### src/lzwd_pkg.sv
// Shared types and constants of the LZW variable-width decoder.
// Used by lzwd_ctrl, lzwd_dp and lzw_variable_width_decoder; no dependencies.
package lzwd_pkg;

  // Dictionary geometry
  localparam int CODE_W     = 12;
  localparam int TABLE_SIZE = 1 << CODE_W;
  localparam int LVL_W      = CODE_W + 1;

  // Datapath operations
  localparam logic [3:0] OP_NONE  = 4'd0;
  localparam logic [3:0] OP_PUSH  = 4'd1;
  localparam logic [3:0] OP_ADV   = 4'd2;
  localparam logic [3:0] OP_RD1   = 4'd3;
  localparam logic [3:0] OP_RD2   = 4'd4;
  localparam logic [3:0] OP_WALK  = 4'd5;
  localparam logic [3:0] OP_WALK2 = 4'd6;
  localparam logic [3:0] OP_POP   = 4'd7;
  localparam logic [3:0] OP_POP2  = 4'd8;

  // Outcome of one advance step
  localparam logic [2:0] ADV_CONT = 3'd0;
  localparam logic [2:0] ADV_OK   = 3'd1;
  localparam logic [2:0] ADV_ADD  = 3'd2;
  localparam logic [2:0] ADV_NEED = 3'd3;
  localparam logic [2:0] ADV_END  = 3'd4;
  localparam logic [2:0] ADV_ERR  = 3'd5;

  // Result status codes
  localparam logic [1:0] ST_OK   = 2'd0;
  localparam logic [1:0] ST_NEED = 2'd1;
  localparam logic [1:0] ST_END  = 2'd2;
  localparam logic [1:0] ST_ERR  = 2'd3;

  typedef struct packed {
    logic [3:0] op;
  } lzwd_cmd_t;

  typedef struct packed {
    logic       stack_empty;
    logic       walk_done;
    logic [2:0] adv_kind;
    logic [7:0] byte_val;
  } lzwd_stat_t;

endpackage

### src/lzwd_ctrl.sv
// Controller of the LZW decoder: sequences requests and holds the result register.
// Depends on lzwd_pkg; commands lzwd_dp.
module lzwd_ctrl import lzwd_pkg::*; (
  input  logic       clk,
  input  logic       rst_n,
  input  logic       in_valid,
  output logic       in_ready,
  input  logic       in_func,
  output logic       out_valid,
  input  logic       out_ready,
  output logic [7:0] out_byte,
  output logic [1:0] out_status,
  output logic       out_end,
  input  lzwd_stat_t stat,
  output lzwd_cmd_t  cmd
);

  localparam logic [3:0] S_IDLE  = 4'd0;
  localparam logic [3:0] S_ADV   = 4'd1;
  localparam logic [3:0] S_RD1   = 4'd2;
  localparam logic [3:0] S_RD2   = 4'd3;
  localparam logic [3:0] S_WALK  = 4'd4;
  localparam logic [3:0] S_WALK2 = 4'd5;
  localparam logic [3:0] S_POP   = 4'd6;
  localparam logic [3:0] S_POP2  = 4'd7;
  localparam logic [3:0] S_DONE  = 4'd8;

  logic [3:0] state_r, state_nxt;
  logic       look_r, look_nxt;
  logic [1:0] res_st_r, res_st_nxt;
  logic       res_end_r, res_end_nxt;
  logic       ov_r, ov_nxt;
  logic [1:0] ost_r, ost_nxt;
  logic       oend_r, oend_nxt;
  logic [7:0] obyte_r, obyte_nxt;

  assign in_ready = (state_r == S_IDLE);

  // Sequence one transaction
  always_comb begin
    state_nxt   = state_r;
    look_nxt    = look_r;
    res_st_nxt  = res_st_r;
    res_end_nxt = res_end_r;
    ov_nxt      = ov_r && !out_ready;
    ost_nxt     = ost_r;
    oend_nxt    = oend_r;
    obyte_nxt   = obyte_r;
    cmd.op      = OP_NONE;

    case (state_r)
      S_IDLE: begin
        if (in_valid) begin
          if (!in_func) begin
            cmd.op = OP_PUSH;
          end else begin
            look_nxt  = 1'b0;
            state_nxt = stat.stack_empty ? S_ADV : S_POP;
          end
        end
      end
      S_ADV: begin
        cmd.op = OP_ADV;
        case (stat.adv_kind)
          ADV_CONT: state_nxt = S_ADV;
          ADV_OK:   state_nxt = S_WALK;
          ADV_ADD:  state_nxt = S_RD1;
          default: begin
            // Stop: report status, or flag end after a look-ahead
            state_nxt = S_DONE;
            if (look_r) begin
              res_st_nxt  = ST_OK;
              res_end_nxt = (stat.adv_kind == ADV_END);
            end else begin
              res_end_nxt = 1'b0;
              if (stat.adv_kind == ADV_NEED)      res_st_nxt = ST_NEED;
              else if (stat.adv_kind == ADV_END)  res_st_nxt = ST_END;
              else                                res_st_nxt = ST_ERR;
            end
          end
        endcase
      end
      S_RD1: begin
        cmd.op    = OP_RD1;
        state_nxt = S_RD2;
      end
      S_RD2: begin
        cmd.op    = OP_RD2;
        state_nxt = S_WALK;
      end
      S_WALK: begin
        cmd.op = OP_WALK;
        if (!stat.walk_done) begin
          state_nxt = S_WALK2;
        end else if (look_r) begin
          res_st_nxt  = ST_OK;
          res_end_nxt = 1'b0;
          state_nxt   = S_DONE;
        end else begin
          state_nxt = S_POP;
        end
      end
      S_WALK2: begin
        cmd.op    = OP_WALK2;
        state_nxt = S_WALK;
      end
      S_POP: begin
        cmd.op    = OP_POP;
        state_nxt = S_POP2;
      end
      S_POP2: begin
        cmd.op = OP_POP2;
        if (stat.stack_empty) begin
          look_nxt  = 1'b1;
          state_nxt = S_ADV;
        end else begin
          res_st_nxt  = ST_OK;
          res_end_nxt = 1'b0;
          state_nxt   = S_DONE;
        end
      end
      S_DONE: begin
        // Load the result register once it is free
        if (!ov_r || out_ready) begin
          ov_nxt    = 1'b1;
          ost_nxt   = res_st_r;
          oend_nxt  = res_end_r;
          obyte_nxt = (res_st_r == ST_OK) ? stat.byte_val : 8'd0;
          state_nxt = S_IDLE;
        end
      end
      default: state_nxt = S_IDLE;
    endcase
  end

  always_ff @(posedge clk) begin
    if (!rst_n) begin
      state_r <= S_IDLE;
      ov_r    <= 1'b0;
    end else begin
      state_r <= state_nxt;
      ov_r    <= ov_nxt;
    end
  end

  always_ff @(posedge clk) begin
    look_r    <= look_nxt;
    res_st_r  <= res_st_nxt;
    res_end_r <= res_end_nxt;
    ost_r     <= ost_nxt;
    oend_r    <= oend_nxt;
    obyte_r   <= obyte_nxt;
  end

  assign out_valid  = ov_r;
  assign out_status = ost_r;
  assign out_end    = oend_r;
  assign out_byte   = obyte_r;

endmodule

### config.mk
export PLATFORM = sky130hd
export DESIGN_NAME = lzwd_ctrl
export DESIGN_NICKNAME = d
export VERILOG_FILES = /design/src/lzwd_pkg.sv /design/src/lzwd_ctrl.sv
export SDC_FILE = /design/constraint.sdc
export NUM_CORES = 1
export LEC_CHECK = 0
export BUFFER_PORTS_ARGS = -buffer_cell sky130_fd_sc_hd__buf_4
export CAP_MARGIN = 20
export CORE_ASPECT_RATIO = 0.8
export CORE_UTILIZATION = 51
export CTS_BUF_LIST = sky130_fd_sc_hd__clkbuf_4 sky130_fd_sc_hd__clkbuf_8 sky130_fd_sc_hd__clkbuf_16
export CTS_CLUSTER_SIZE = 20
export DETAILED_ROUTE_END_ITERATION = 8
export HOLD_SLACK_MARGIN = 0.1
export PLACE_DENSITY = 0.93
export SLEW_MARGIN = 10
export SYNTH_ARGS = -nofsm -noshare
export SYNTH_HDL_FRONTEND = slang
export SYNTH_SLANG_ARGS = --single-unit
export TNS_END_PERCENT = 1
### constraint.sdc
create_clock -name clk -period 3.8 [get_ports clk]
set_input_delay 0.95 -clock clk [delete_from_list [all_inputs] [get_ports clk]]
set_output_delay 0.95 -clock clk [all_outputs]
set_load 0.005 [all_outputs]
==> results by stage <==
Synth:
- The post-synthesis share of cell area spent on xor and xnor gates is under 10%.
- Yosys attributes the largest share of cell area to edfxtp_1 (46%), dfxtp_1 (10%), and2_1 (5.7%).
- Of all flip-flops after synthesis, the portion carrying an async set or reset was 0%.
- In this run, synthesis produced a sequential element count of 20.
- The netlist uses 30 different library cells.
- The number of nets produced by synthesis is between 100 and 150.
- Averaged over all synthesized cells, the footprint is between 10 and 15 sq um.
- By count the netlist is led by edfxtp_1 (15), nand2_1 (13), nor2_1 (10).
- The area fraction in and, or, nand and nor cells after synthesis is between 30% and 40%.
- The yosys synthesis warning count is 0.
- Sequential cells were found to cover 56.2% of the synthesized design area.
- The gate count of the mapped netlist is 93.
- The most common cell in the synthesized netlist is edfxtp_1.
- The area share of the largest cell type after synthesis is 46.0%.
- The summed instance area of the synthesized netlist is roughly 980 sq um.
- Counting flops with a built-in enable in the synthesized netlist gives 15.
- The cell type with the largest total area after synthesis is edfxtp_1.
- In the synthesized netlist, mux cells make up 0% of the area.
- The main flop type after synthesis is edfxtp_1.
- The synthesized netlist devotes just under 10% of its cell area to compound gates.
- The combinational family with the most area after synthesis is simple AND/OR/NAND/NOR gates.
- The adder and majority cell fraction of the synthesized area is 0%.

Place:
- The placer congestion estimate is slightly below 0.8.
- The worst-case setup slack after placement is 1370 ps.
- The wire-length estimate of the detail-placed layout is roughly 1.5 mm.
- In this run, placement finished with an instance count of around 150.
- In this run the tool buffered the top-level ports with 34 buffer cells.

Layout:
- The number of antenna diodes in the final layout is 0.
- Leaving out filler cells and counting taps, the final layout contains approximately 150.
- The share of post-route cells with drive strength above 1 is 32.3%.
- The relative area change from synthesis to final layout is 32.2%.
- The final net count is 146.

Timing:
- The number of max-slew violations in the final report is 0.
- Measured against its own limit, the worst slew margin works out to 39.7%.
- At the pin with the least slew margin, the transition time is around 900 ps.
- The worst setup margin is around 1400 ps.
- Setup repair after global routing left no endpoint under its margin.
- The time the worst path needs with I/O delays and setup is ~2400 ps.
- The upper clock frequency limit is just over 400 MHz.
- The final total negative setup slack is 0 ps.
- The final hold violation count is 0.
- On the final layout, the worst clock skew is between 5 and 6 ps.
- The worst path uses a little under two thirds of the clock period.
- Setup violations remaining at the end of the flow were counted as 0.

Clock network:
- The tree is rooted in a clkbuf_4.
- The TritonCTS clock tree is yes.
- The clock transition time at the flip-flop clock pins of the worst setup and hold paths is between 100 and 150 ps.
- The longest clock path from root to sink contains 2 buffers.
- The CTS buffer count is 3.
- The post-cts hold buffer count is 0.
- The clock net in this run drives a total of 20 sinks.
- The H-tree depth is 1.
- The latest clock arrival within the worst-skew pair is ~300 ps.
- The number of gates resized after CTS was 0.
- The total setup buffers inserted after CTS is 0.

Worst setup path:
- The worst setup path is launched from a flip-flop.
- The delay of the slowest critical-path stage is approximately 470 ps.
- The critical path is of the flip-flop to output pin type.
- STA classifies the critical path endpoint as an output pin.
- The critical-path cell with the highest stage delay is dfxtp_1.
- At the worst endpoint, the arrival time is around 1500 ps.
- For the worst setup path, the data required time is between 2000 and 3000 ps.
- The highest fanout seen on the critical path is 15.
- The signal on the critical path passes through or2_1 > nor3_1 > buf_4.

Floorplanning:
- The floorplan die height is between 40 and 50 microns.
- From left edge to right edge, the die measures a little over 50 microns.
- After floorplanning, the core was divided into 13 placement rows.
- Pin placement for this block handled 35 I/O pins.
- The initial utilization of the core area, before any placement, comes to around 57%.
- The core region is about 0.0017 sq mm.
- The die covers 0.00210 sq mm.

Detailed routing:
- The uppermost signal routing layer after detailed routing is met3.
- The length of routed met3 wiring is ~64 microns.
- The sum of routed wire segments on met1 is a little under 900 microns.
- The number of nets with antenna violations after detailed routing is 0.
- The first-iteration detailed-routing DRC count is 10.
- After detailed routing, the number of remaining DRC violations is 0.
- The pre-antenna-repair detailed-routing pass consisted of 4 iterations.
- The routed design uses between 1 and 1.5 mm of met2 wire.
- Summed over all layers, the routed wires come to ~2 mm.
- The average wire per standard cell is about 13 microns.
- The final route contains 794 vias.
- The via density per instance is approximately 5.3.

GRT:
- The number of global-route vias before repair is about 700.
- The global-route usage over all layers is roughly a fifth.
- The pin count of the biggest net entering global routing is 16.
- The first global-routing pass estimated just under 3 mm of wire.
- Global routing finished with a remaining overflow of 0.
- The number of antenna violations at the first check in global routing is 0.

Power and ir drop:
- For this design the static power due to leakage is 0.544 nW.
- The worst vdd rail ir drop is between 0.0004 and 0.0005 V.
- The power density over the cells is approximately 640 mW/mm^2.

Min path:
- The type of the most critical hold path is flip-flop to flip-flop.

Flow run:
- The number of violations of the max-capacitance limit is 0.

Status:
- The run finished with clean final reports.
==> cell usage in the layout (no fill, tap or decap), types with 2 or more instances in the layout <==
master and n:
nand3b_1 3, o21a_1 2, buf_4 34, and2_1 9
a21oi_1 5, and3b_1 2, nand2_1 13, nor3_1 4
edfxtp_1 15, nor2_1 10, clkbuf_4 3, nor2b_1 3
dfxtp_1 5
==> final timing paths <==
path | start | endpoint | slack (ps) | depth (start not counted)
hold / removal | res_end_r$_SDFFCE_PP0P_ | out_end$_DFFE_PP_ | 450 | 0
hold reg to reg | res_end_r$_SDFFCE_PP0P_ | out_end$_DFFE_PP_ | 450 | 0
setup / recovery | state_r[2]$_SDFFE_PN0P_ | in_ready | 1370 | 3
setup reg to reg | state_r[1]$_SDFFE_PN0P_ | out_byte[6]$_SDFFCE_PP0P_ | 1780 | 3
==> kinds of logic after synthesis <==
kind of cell / Yosys count
xor+xnor: 2
buf+inv: 4
compound gates: 14
flops: 20
simple gates: 53
==> power breakdown <==
group	internal (W)	switching [W]	total, W
Sequential	0.000300	0.0000601	0.000360
Combinational	0.000153	0.000137	0.000291
Clock	0.000107	0.0000657	0.000172
Total	0.000560	0.000263	0.000823
==> final cells by class <==
type / count / area [sq um]
clock buffer: 3 / 22.5
clock inverter: 1 / 30.0
fill: 112 / 413
multi-input combinational: 69 / 409
sequential: 20 / 551
tap: 22 / 27.5
timing repair buffer: 34 / 255
==> registers in the layout, indices dropped and copies added (netlist names) <==
| signal | flops |
|---|---|
| out_byte | 8 |
| state_r | 4 |
| out_status | 2 |
| res_st_r | 2 |
| look_r | 1 |
| out_end | 1 |
| out_valid | 1 |
| res_end_r | 1 |
==> critical path, delay by kind of cell (launching register included) <==
kind / cells / cell delay, ps
and+or+nand+nor: 2 / 550
DFF: 1 / 470
buffers and inverters: 1 / 170
==> metal layers <==
layer | track usage, % | vias to the layer above
met4 | 4.17 | 0
met3 | 5.56 | 0
met1 | 23.8 | 380
met2 | 39.1 | 15
li1 | - | 399
met5 | 0 | -
==> per-stage QoR <==
stage	hold WS [ps]	total power [W]	utilization, %	area, sq um
floorplan	400	0.000528	-	980
global placement	404	0.000635	72.7	1240
detailed placement	427	0.000652	72.7	1240
CTS	455	0.000824	75.8	1290
global route	463	0.000871	75.8	1290
finish	454	0.000823	75.8	1290
(Power assumes the default switching activity.)
